**src/hdl/mie_pkg.sv**
```systemverilog
// shared types for the modular inverse unit
package mie_pkg;

    typedef enum logic [2:0] {
        ST_IDLE,
        ST_ALIGN,
        ST_SUB,
        ST_STEP,
        ST_FIN
    } t_state;

    localparam logic [63:0] MODULUS_RESET = 64'd4294967291;

endpackage

```
**src/hdl/mie_if.sv**
```systemverilog
// stream and configuration interfaces of the modular inverse unit
interface mie_in_if #(
    parameter int DATA_WIDTH = 32
);
    logic                  valid;
    logic                  ready;
    logic [DATA_WIDTH-1:0] value;

    modport source (output valid, output value, input ready);
    modport sink   (input valid, input value, output ready);
endinterface

interface mie_out_if #(
    parameter int DATA_WIDTH = 32
);
    logic                  valid;
    logic                  ready;
    logic [DATA_WIDTH-1:0] inverse;
    logic                  status;

    modport source (output valid, output inverse, output status, input ready);
    modport sink   (input valid, input inverse, input status, output ready);
endinterface

interface mie_cfg_if #(
    parameter int DATA_WIDTH = 32
);
    logic                  valid;
    logic                  ready;
    logic [DATA_WIDTH-1:0] modulus;

    modport source (output valid, output modulus, input ready);
    modport sink   (input valid, input modulus, output ready);
endinterface

```
**src/hdl/modular_inverse_euclid_unit.sv**
```systemverilog
// modular inverse by the extended euclidean algorithm, shift-subtract sequencer
//
//  channel  dir  payload             notes
//  i_in     in   value               taken only while idle
//  o_out    out  inverse, status     held in output register until transfer
//  i_cfg    in   modulus             always ready, reset value 4294967291
//
// each euclid step aligns the divisor, one quotient bit per cycle,
// shifts it back while subtracting and then advances through ST_STEP
// the shift-subtract unit on remainder and coefficient sets the running time
// a new item is taken once the result is in the output register
// synchronous active-low reset clears the sequencer and output valid and loads the reset modulus
module modular_inverse_euclid_unit
    import mie_pkg::*;
#(
    parameter int DATA_WIDTH = 32
) (
    input  logic      i_clk,
    input  logic      i_rst_n,
    mie_in_if.sink    i_in,
    mie_out_if.source o_out,
    mie_cfg_if.sink   i_cfg
);

    localparam int TW = DATA_WIDTH + 2;
    localparam int KW = $clog2(DATA_WIDTH);

    t_state                  r_state, n_state;
    logic [DATA_WIDTH-1:0]   r_modulus;
    logic [DATA_WIDTH-1:0]   r_rem, n_rem;
    logic [DATA_WIDTH:0]     r_d, n_d;
    logic signed [TW-1:0]    r_tacc, n_tacc;
    logic signed [TW-1:0]    r_td, n_td;
    logic [DATA_WIDTH-1:0]   r_r1, n_r1;
    logic signed [TW-1:0]    r_t1, n_t1;
    logic [KW-1:0]           r_k, n_k;
    logic                    r_reduce, n_reduce;
    logic                    r_fail, n_fail;
    logic                    r_out_valid, n_out_valid;
    logic [DATA_WIDTH-1:0]   r_out_inverse, n_out_inverse;
    logic                    r_out_status, n_out_status;

    logic                    w_fits;
    logic                    w_sub_ok;
    logic signed [TW-1:0]    w_fixed;

    assign i_in.ready    = (r_state == ST_IDLE);
    assign i_cfg.ready   = 1'b1;
    assign o_out.valid   = r_out_valid;
    assign o_out.inverse = r_out_inverse;
    assign o_out.status  = r_out_status;

    assign w_fits   = {r_d, 1'b0} <= {2'b00, r_rem};
    assign w_sub_ok = r_d <= {1'b0, r_rem};
    assign w_fixed  = r_t1[TW-1] ? (r_t1 + TW'(r_modulus)) : r_t1;

    always_ff @(posedge i_clk) begin
        if (!i_rst_n) begin
            r_state     <= ST_IDLE;
            r_out_valid <= 1'b0;
            r_modulus   <= MODULUS_RESET[DATA_WIDTH-1:0];
        end else begin
            r_state     <= n_state;
            r_out_valid <= n_out_valid;
            if (i_cfg.valid && i_cfg.ready) begin
                r_modulus <= i_cfg.modulus;
            end
        end
        r_rem         <= n_rem;
        r_d           <= n_d;
        r_tacc        <= n_tacc;
        r_td          <= n_td;
        r_r1          <= n_r1;
        r_t1          <= n_t1;
        r_k           <= n_k;
        r_reduce      <= n_reduce;
        r_fail        <= n_fail;
        r_out_inverse <= n_out_inverse;
        r_out_status  <= n_out_status;
    end

    always_comb begin
        n_state       = r_state;
        n_rem         = r_rem;
        n_d           = r_d;
        n_tacc        = r_tacc;
        n_td          = r_td;
        n_r1          = r_r1;
        n_t1          = r_t1;
        n_k           = r_k;
        n_reduce      = r_reduce;
        n_fail        = r_fail;
        n_out_valid   = r_out_valid;
        n_out_inverse = r_out_inverse;
        n_out_status  = r_out_status;

        if (o_out.valid && o_out.ready) begin
            n_out_valid = 1'b0;
        end

        unique case (r_state)
            ST_IDLE: begin
                if (i_in.valid) begin
                    n_rem    = i_in.value;
                    n_d      = {1'b0, r_modulus};
                    n_k      = '0;
                    n_tacc   = '0;
                    n_td     = '0;
                    n_reduce = 1'b1;
                    n_fail   = 1'b0;
                    if (r_modulus < DATA_WIDTH'(2)) begin
                        n_fail  = 1'b1;
                        n_state = ST_FIN;
                    end else begin
                        n_state = ST_ALIGN;
                    end
                end
            end
            ST_ALIGN: begin
                if (w_fits) begin
                    n_d  = {r_d[DATA_WIDTH-1:0], 1'b0};
                    n_td = r_td <<< 1;
                    n_k  = r_k + KW'(1);
                end else begin
                    n_state = ST_SUB;
                end
            end
            ST_SUB: begin
                if (w_sub_ok) begin
                    n_rem  = r_rem - r_d[DATA_WIDTH-1:0];
                    n_tacc = r_tacc - r_td;
                end
                if (r_k == '0) begin
                    n_state = ST_STEP;
                end else begin
                    n_d  = r_d >> 1;
                    n_td = r_td >>> 1;
                    n_k  = r_k - KW'(1);
                end
            end
            ST_STEP: begin
                n_k      = '0;
                n_reduce = 1'b0;
                n_r1     = r_rem;
                n_d      = {1'b0, r_rem};
                if (r_reduce) begin
                    n_rem  = r_modulus;
                    n_tacc = '0;
                    n_td   = TW'(1);
                    n_t1   = TW'(1);
                    if (r_rem == '0) begin
                        n_fail  = 1'b1;
                        n_state = ST_FIN;
                    end else begin
                        n_state = ST_ALIGN;
                    end
                end else if (r_rem == '0) begin
                    n_r1    = r_r1;
                    n_fail  = (r_r1 != DATA_WIDTH'(1));
                    n_state = ST_FIN;
                end else begin
                    n_rem   = r_r1;
                    n_tacc  = r_t1;
                    n_td    = r_tacc;
                    n_t1    = r_tacc;
                    n_state = ST_ALIGN;
                end
            end
            ST_FIN: begin
                if (!r_out_valid || o_out.ready) begin
                    n_out_valid   = 1'b1;
                    n_out_status  = r_fail;
                    n_out_inverse = r_fail ? '0 : w_fixed[DATA_WIDTH-1:0];
                    n_state       = ST_IDLE;
                end
            end
            default: begin
                n_state = ST_IDLE;
            end
        endcase
    end

`ifndef NO_ASSERTIONS
    a_divisor_nonzero: assert property (@(posedge i_clk) disable iff (!i_rst_n)
        (r_state == ST_ALIGN || r_state == ST_SUB) |-> (r_d != '0))
        else $error("divisor is zero during division");

    a_remainder_below_divisor: assert property (@(posedge i_clk) disable iff (!i_rst_n)
        (r_state == ST_STEP) |-> ({1'b0, r_rem} < r_d))
        else $error("remainder not below divisor after division");

    a_sub_ends_in_step: assert property (@(posedge i_clk) disable iff (!i_rst_n)
        (r_state == ST_SUB && r_k == '0) |=> (r_state == ST_STEP))
        else $error("division did not finish on last quotient bit");

    a_inverse_in_range: assert property (@(posedge i_clk) disable iff (!i_rst_n)
        (r_out_valid && !r_out_status) |-> (r_out_inverse < r_modulus))
        else $error("inverse not below modulus");

    a_fail_gives_zero: assert property (@(posedge i_clk) disable iff (!i_rst_n)
        (r_out_valid && r_out_status) |-> (r_out_inverse == '0))
        else $error("no-inverse result carries nonzero value");
`endif

endmodule

```
**src/flat_wrapper.sv**
```systemverilog
// flat-port wrapper written by rule: the top's interface ports become plain ports
module modular_inverse_euclid_unit_flat import mie_pkg::*;
#(
    parameter int DATA_WIDTH = 32
)
  (i_clk, i_rst_n, i_in_valid, i_in_value, i_in_ready, o_out_valid, o_out_inverse, o_out_status, o_out_ready, i_cfg_valid, i_cfg_modulus, i_cfg_ready);
  mie_in_if #(.DATA_WIDTH(DATA_WIDTH)) i_in_i ();
  mie_out_if #(.DATA_WIDTH(DATA_WIDTH)) o_out_i ();
  mie_cfg_if #(.DATA_WIDTH(DATA_WIDTH)) i_cfg_i ();
  input  logic i_clk;
  input  logic i_rst_n;
  input wire logic [$bits(i_in_i.valid)-1:0] i_in_valid;
  input wire logic [$bits(i_in_i.value)-1:0] i_in_value;
  output wire logic [$bits(i_in_i.ready)-1:0] i_in_ready;
  output wire logic [$bits(o_out_i.valid)-1:0] o_out_valid;
  output wire logic [$bits(o_out_i.inverse)-1:0] o_out_inverse;
  output wire logic [$bits(o_out_i.status)-1:0] o_out_status;
  input wire logic [$bits(o_out_i.ready)-1:0] o_out_ready;
  input wire logic [$bits(i_cfg_i.valid)-1:0] i_cfg_valid;
  input wire logic [$bits(i_cfg_i.modulus)-1:0] i_cfg_modulus;
  output wire logic [$bits(i_cfg_i.ready)-1:0] i_cfg_ready;
  assign i_in_i.valid = i_in_valid;
  assign i_in_i.value = i_in_value;
  assign i_in_ready = i_in_i.ready;
  assign o_out_valid = o_out_i.valid;
  assign o_out_inverse = o_out_i.inverse;
  assign o_out_status = o_out_i.status;
  assign o_out_i.ready = o_out_ready;
  assign i_cfg_i.valid = i_cfg_valid;
  assign i_cfg_i.modulus = i_cfg_modulus;
  assign i_cfg_ready = i_cfg_i.ready;
  modular_inverse_euclid_unit #(.DATA_WIDTH(DATA_WIDTH)) u_core (.i_clk(i_clk), .i_rst_n(i_rst_n), .i_in(i_in_i), .o_out(o_out_i), .i_cfg(i_cfg_i));
endmodule
```
**config.mk**
```make
export PLATFORM = sky130hd
export DESIGN_NAME = modular_inverse_euclid_unit_flat
export DESIGN_NICKNAME = d
export VERILOG_FILES = /design/src/hdl/mie_pkg.sv /design/src/hdl/mie_if.sv /design/src/hdl/modular_inverse_euclid_unit.sv /design/src/flat_wrapper.sv
export SDC_FILE = /design/constraint.sdc
export NUM_CORES = 1
export LEC_CHECK = 0
export ABC_AREA = 1
export BUFFER_PORTS_ARGS = -buffer_cell sky130_fd_sc_hd__buf_2
export CAP_MARGIN = 20
export CELL_PAD_IN_SITES_DETAIL_PLACEMENT = 1
export CELL_PAD_IN_SITES_GLOBAL_PLACEMENT = 1
export CORE_MARGIN = 2
export CORE_UTILIZATION = 35
export CTS_BUF_LIST = sky130_fd_sc_hd__clkbuf_16
export DETAILED_ROUTE_END_ITERATION = 8
export GPL_TIMING_DRIVEN = 0
export PLACE_DENSITY_LB_ADDON = 0.1
export RECOVER_POWER = 25
export SKIP_CTS_REPAIR_TIMING = 1
export SLEW_MARGIN = 20
export SYNTH_ARGS = -nofsm -noshare
export SYNTH_HDL_FRONTEND = slang
export SYNTH_SLANG_ARGS = --single-unit
```
**constraint.sdc**
```tcl
create_clock -name i_clk -period 8.29 [get_ports i_clk]
set_input_delay 0.4145 -clock i_clk [delete_from_list [all_inputs] [get_ports i_clk]]
set_output_delay 0.4145 -clock i_clk [all_outputs]
set_load 0.005 [all_outputs]
```
; After elaboration in Yosys (flattened, before gate mapping)
; Cells that the tools add are included.
[word_totals]
output_inout_bits = 36
in_bits = 69
regBits = 275
word_cells = 102
[classes]
eq_ne = 15
order_cmp = 3
n_addsub = 5
n_bitwise = 1
n_mux = 44
n_reduce_logical = 19
[op_table]
columns = operator, n
row1 = 34-bit two-way mux, 7
row2 = 32-bit two-way mux, 7
row3 = 34-bit one-hot mux with 4 select lines, 1
row4 = 33-bit two-way mux, 4
row5 = 33-bit one-hot mux with 4 select lines, 1
row6 = 34-bit one-hot mux with 3 select lines, 1
row7 = 32-bit one-hot mux with 3 select lines, 1
row8 = 34-bit by 32-bit <= comparator with 1-bit output, 1
row9 = 34-bit subtractor, 1
row10 = 33-bit by 32-bit <= comparator with 1-bit output, 1
row11 = 32-bit adder, 1
row12 = 32-bit zero test, 1
row13 = "32-bit by 2-bit less-than comparator with 1-bit output, second input constant", 1
row14 = "32-bit by 1-bit != test with 1-bit output, second input constant", 1
row15 = 32-bit subtractor, 1
row16 = 5-bit one-hot mux with 4 select lines, 1
row17 = 3-bit two-way mux, 6
row18 = 5-bit two-way mux, 3
row19 = 3-bit one-hot mux with 5 select lines, 1
row20 = "2-bit by 1-bit != test with 1-bit output, second input constant", 6
row21 = 4-bit AND reduction, 3
row22 = 5-bit AND reduction, 2
row23 = 1-bit two-way mux, 9
row24 = "3-bit by 2-bit == test with 1-bit output, second input constant", 2
row25 = other kinds (18), 24

; Longest topological paths before layout
[depth]
ltp_word = 4
mapped_depth = 17
depth_no_buf = 17

; Least setup slack after synthesis
; Ideal clock, no wire load.
[synth_timing]
kind = register to register
from = register u_core.r_rem[1]
to = register u_core.r_r1[0], enable pin
required_ns = 7.709
t_arrival_ns = 5.392
period_less_slack_ns = 5.973
setup_slack_ns = 2.317
setup_time_ns = 0.581
path_stages_with_launch = 7
path_buffers = 0
cell_sequence = edfxtp_1 > inv_1 > nand4_1 > nor3_1 > nand2_1 > nor2_1 > o21ai_0
[synth_via]
elab_chain_cells = 3
[synth_lines]
columns = item, line
row1 = "start, declared", modular_inverse_euclid_unit.sv:30  ; logic [DATA_WIDTH-1:0] r_rem, n_rem;
row2 = "start signal, assigned", modular_inverse_euclid_unit.sv:69  ; r_rem <= n_rem;
row3 = 32-bit zero test, modular_inverse_euclid_unit.sv:157  ; end else if (r_rem == '0) begin
row4 = 2-bit by 1-bit != test with 1-bit output (no line), --
row5 = 2-bit AND reduction (no line), --
row6 = "end signal, assigned", modular_inverse_euclid_unit.sv:73  ; r_r1 <= n_r1;
row7 = "end, declared", modular_inverse_euclid_unit.sv:34  ; logic [DATA_WIDTH-1:0] r_r1, n_r1;
; No other way between the ends.
; A chain may end at the register's enable or synchronous reset.

; Worst setup path after layout
[layout_timing]
from = register u_core.r_rem[10]
to = register u_core.r_tacc[14], enable pin
[layout_via]
elab_chain_cells = 3
elab_cells_between_ends = 5
classes_between = order compare (1) / eq/ne (2) / reduce/logical (2)
[layout_lines]
columns = item, line
row1 = 33-bit by 32-bit <= comparator with 1-bit output or 32-bit zero test (tied branches), "modular_inverse_euclid_unit.sv:54, modular_inverse_euclid_unit.sv:157"
row2 = 2-bit by 1-bit != test with 1-bit output (no line) or 3-bit by 2-bit != test with 1-bit output (tied branches), --
row3 = 4-bit AND reduction (no line) (*), --
row4 = "end signal, assigned", modular_inverse_euclid_unit.sv:71  ; r_tacc <= n_tacc;
row5 = "end, declared", modular_inverse_euclid_unit.sv:32  ; logic signed [TW-1:0] r_tacc, n_tacc;
; Every way passes the cells marked *; elsewhere a longest branch is shown, timed or not.

==> summary.md <==
| Metric | Value |
|---|---|
| Max frequency | about 270 MHz |
| # setup viols final | 0 |
| Worst-margin pin slew | 1180 ps |
| Pleak | 10.0 nW |
| Maximum root-to-sink buffer count | 3 |
| Final min period | 3640 ps |
| Worst EP required | roughly 8600 ps |
| Mapped Area | 0.0199 sq mm |
| Slowest cell on crit path | nor2_1 |
| Peak supply drop | approximately 240 uV |
| Cell Count Post-Placement | ~3500 |
| WL per Instance | about 25 um |
| Final hold vios | 0 |
| WP data arrival | around 4000 ps |
| Relative slew slack | 0.207 |
| WS Path Type | flop to flop |
| Critical Path Start Type | flop |
| Post-DP HPWL | roughly 70000 um |
| DIE WIDTH | between 200 and 250 um |
| DRC | 0 |
| Post-synthesis cell count | around 2600 |
| Fin. max-slew vios | 0 |
| Asr flop ratio synth | 0 |
| Tcrit/Tclk final | 0.439 |
| Post-synthesis sequential area ratio | 0.397 |
| Max Cap Viol | 0 |
| CTS HTree Levels | 2 |
| Starting Density | 0.353 |
| Most frequent CP cell | buf_16 |
| Gr usage total | 0.290 |
| Crit. End Element | flop |
| Top FF cell, synth | edfxtp_1 |
| Worst Path Max Fanout | 19 |
| Clock latency at the later pin of the worst-skew pair | about 560 ps |
| NumNets Final | between 2000 and 3000 |
| DR iter-0 viols | 1874 |
| Final instance area | 0.0228 sq mm |
| Placer's final routability congestion estimate | 0.957 |
| Seq cells post-synth | about 280 |
| DR vias | 19600 |
| Core box area | roughly 0.056 sq mm |
| Synth warnings | 0 |
| CTS tree | built |
| Number of global-route vias before repair | slightly below 20000 |
| Worst min path class | input port to flop |
| Die area | a little under 0.06 sq mm |
| Sink Count | around 280 |
| Syn nets | 2824 |
| Layout Skew | about 15 ps |
| Delay-heaviest family, CP | simple AND/OR/NAND/NOR gates |
| First-pass GRT wire length | between 100000 and 150000 um |
| FP Rows | between 80 and 90 |
| Die H | between 200 and 250 um |
| Most frequent cells in the layout | nand2_1 (631), inv_1 (370), nor2_1 (272) |
| Worst Slack Setup Final | roughly 4600 ps |
| Library cells used by synthesis | between 50 and 60 |
| Most common cell after layout, fill and taps aside | nand2_1 |
| Syn Area/Cell | 7.68 sq um |
| Buf/Inv on CP | 4 |
| Number of synthesized flops with an enable pin | 239 |
| Worst slack, placed | between 4000 and 5000 ps |
| Vias per inst | approximately 5.6 |
| Final core occ | 0.405 |
| Fraction of layout cells with a size suffix above 1 | 0.0766 |
| Root Driver | clkbuf_16 |
| I/O Pins | 105 |
| Total power divided by cell area | ~460 mW/mm^2 |
| Grt ovf | 0 |
| Placed Area | between 0.02 and 0.025 sq mm |
| Outcome | complete, no violations |
| Port Buffers | approximately 100 |
| Max incr delay on CP | between 700 and 800 ps |
| Detailed Routing Iterations Pass 1 | 5 |
| Post-route ant nets | 0 |
| Num CTS Buffers | 35 |
| Layout area overhead | 14.7% |
| Clock transition at path regs | 60 ps |
| Finished Layout Cells | approximately 3500 |
| Final Routed Wirelength | about 86000 um |
| RSZ-0062 raised after global routing | no |
| CP cell instances | inv_1 > nand4_1 > nor2_1 > nand3_1 > nor2_1 > nand2_1 > o211ai_1 > a21oi_4 > buf_16 > buf_16 > buf_16 |
| Largest net degree at the start of global routing | 30 |
| Antenna violations before repair | 0 |
| # diodes | 0 |
## Yosys cell counts, types with 12 or more instances
| master | instances | area share |
|---|---|---|
| o211ai_1 | 42 | 0.016 |
| a21oi_1 | 195 | 0.049 |
| inv_1 | 363 | 0.069 |
| ha_1 | 161 | 0.10 |
| nand4_1 | 28 | 0.0088 |
| xor2_1 | 20 | 0.0088 |
| nor3_1 | 30 | 0.0075 |
| a22oi_1 | 39 | 0.015 |
| nand2_1 | 631 | 0.12 |
| o21ai_0 | 124 | 0.031 |
| a21o_1 | 13 | 0.0049 |
| nand3b_1 | 12 | 0.0045 |
| nor4_1 | 13 | 0.0041 |
| nor2_1 | 272 | 0.051 |
| clkbuf_1 | 39 | 0.0074 |
| edfxtp_1 | 239 | 0.36 |
| nand3_1 | 154 | 0.039 |
| dfxtp_1 | 36 | 0.036 |
| o221ai_1 | 31 | 0.014 |
| o22ai_1 | 13 | 0.0041 |
| o21a_1 | 14 | 0.0053 |
| buf_2 | 24 | 0.0060 |
## cells by family (layout without fill, tap and decap cells)
family | count (synthesis) | after routing | synth area share
AND/OR/NAND/NOR | 1162 | 1162 | 0.243
AO/OA/AOI/OAI | 519 | 519 | 0.158
buffers and inverters | 442 | 620 | 0.0855
flip-flops | 275 | 275 | 0.397
adder cells (fa/ha/maj) | 165 | 165 | 0.105
XOR/XNOR | 26 | 26 | 0.0115
other | 1 | 1 | 0.000189
## tightest hold or removal path, cell delays in order
cell and delay (ps):
buf_2 80, nand2_1 50, nand3_1 70
## sequential cells by signal, summed over array words and instances, names as in the netlist
name                  cells
u_core.r_t1              34
u_core.r_tacc            34
u_core.r_td              34
u_core.r_d               33
u_core.o_out.inverse     32
u_core.r_modulus         32
u_core.r_r1              32
u_core.r_rem             32
u_core.r_k                5
u_core.r_state            3
u_core.o_out.status       1
u_core.o_out.valid        1
u_core.r_fail             1
u_core.r_reduce           1
## metrics by stage
stage	setup TNS [ps]	hold WS (ps)	total power, mW
6_report	0	81.2	10.6
5_1_grt	0	78.6	11.3
4_1_cts	0	55.1	10.5
3_5_place_dp	0	514	8.88
3_3_place_gp	-160660	491	8.54
2_1_floorplan	0	451	6.55
## metal layers
layer | global-route usage | up-vias | part of all wire
met3 | 0.0426 | 81 | 0.076
li1 | - | 9084 | -
met1 | 0.444 | 9767 | 0.49
met4 | 0.0521 | 0 | 0.016
met5 | 0 | - | 0
met2 | 0.431 | 699 | 0.42
## layout make-up
type | count | area, sq um
Inverter | 374 | 1400
Tap cell | 756 | 946
Fill cell | 6991 | 33500
Buffer | 68 | 294
Multi-Input combinational cell | 1873 | 10300
Clock inverter | 26 | 215
Clock buffer | 37 | 926
Timing Repair Buffer | 115 | 802
Sequential cell | 275 | 7900
## power by group
| part | switching (mW) | internal, mW |
|---|---|---|
| clock | 0.641 | 0.927 |
| sequential | 0.433 | 2.29 |
| combinational | 4.34 | 1.94 |
## path summary, 6_finish.rpt
kind	from	end	slack, ps	cells after the start
setup / recovery	u_core.r_rem[10]$_DFFE_PP_	u_core.r_tacc[14]$_DFFE_PP_	4650	11
hold / removal	i_cfg_modulus[16]	u_core.r_modulus[16]$_SDFFE_PN1P_	80	3
setup reg to reg	u_core.r_rem[10]$_DFFE_PP_	u_core.r_tacc[14]$_DFFE_PP_	4650	11
hold reg to reg	u_core.r_rem[31]$_DFFE_PP_	u_core.r_r1[31]$_DFFE_PP_	510	0
(Power assumes the default switching activity.)
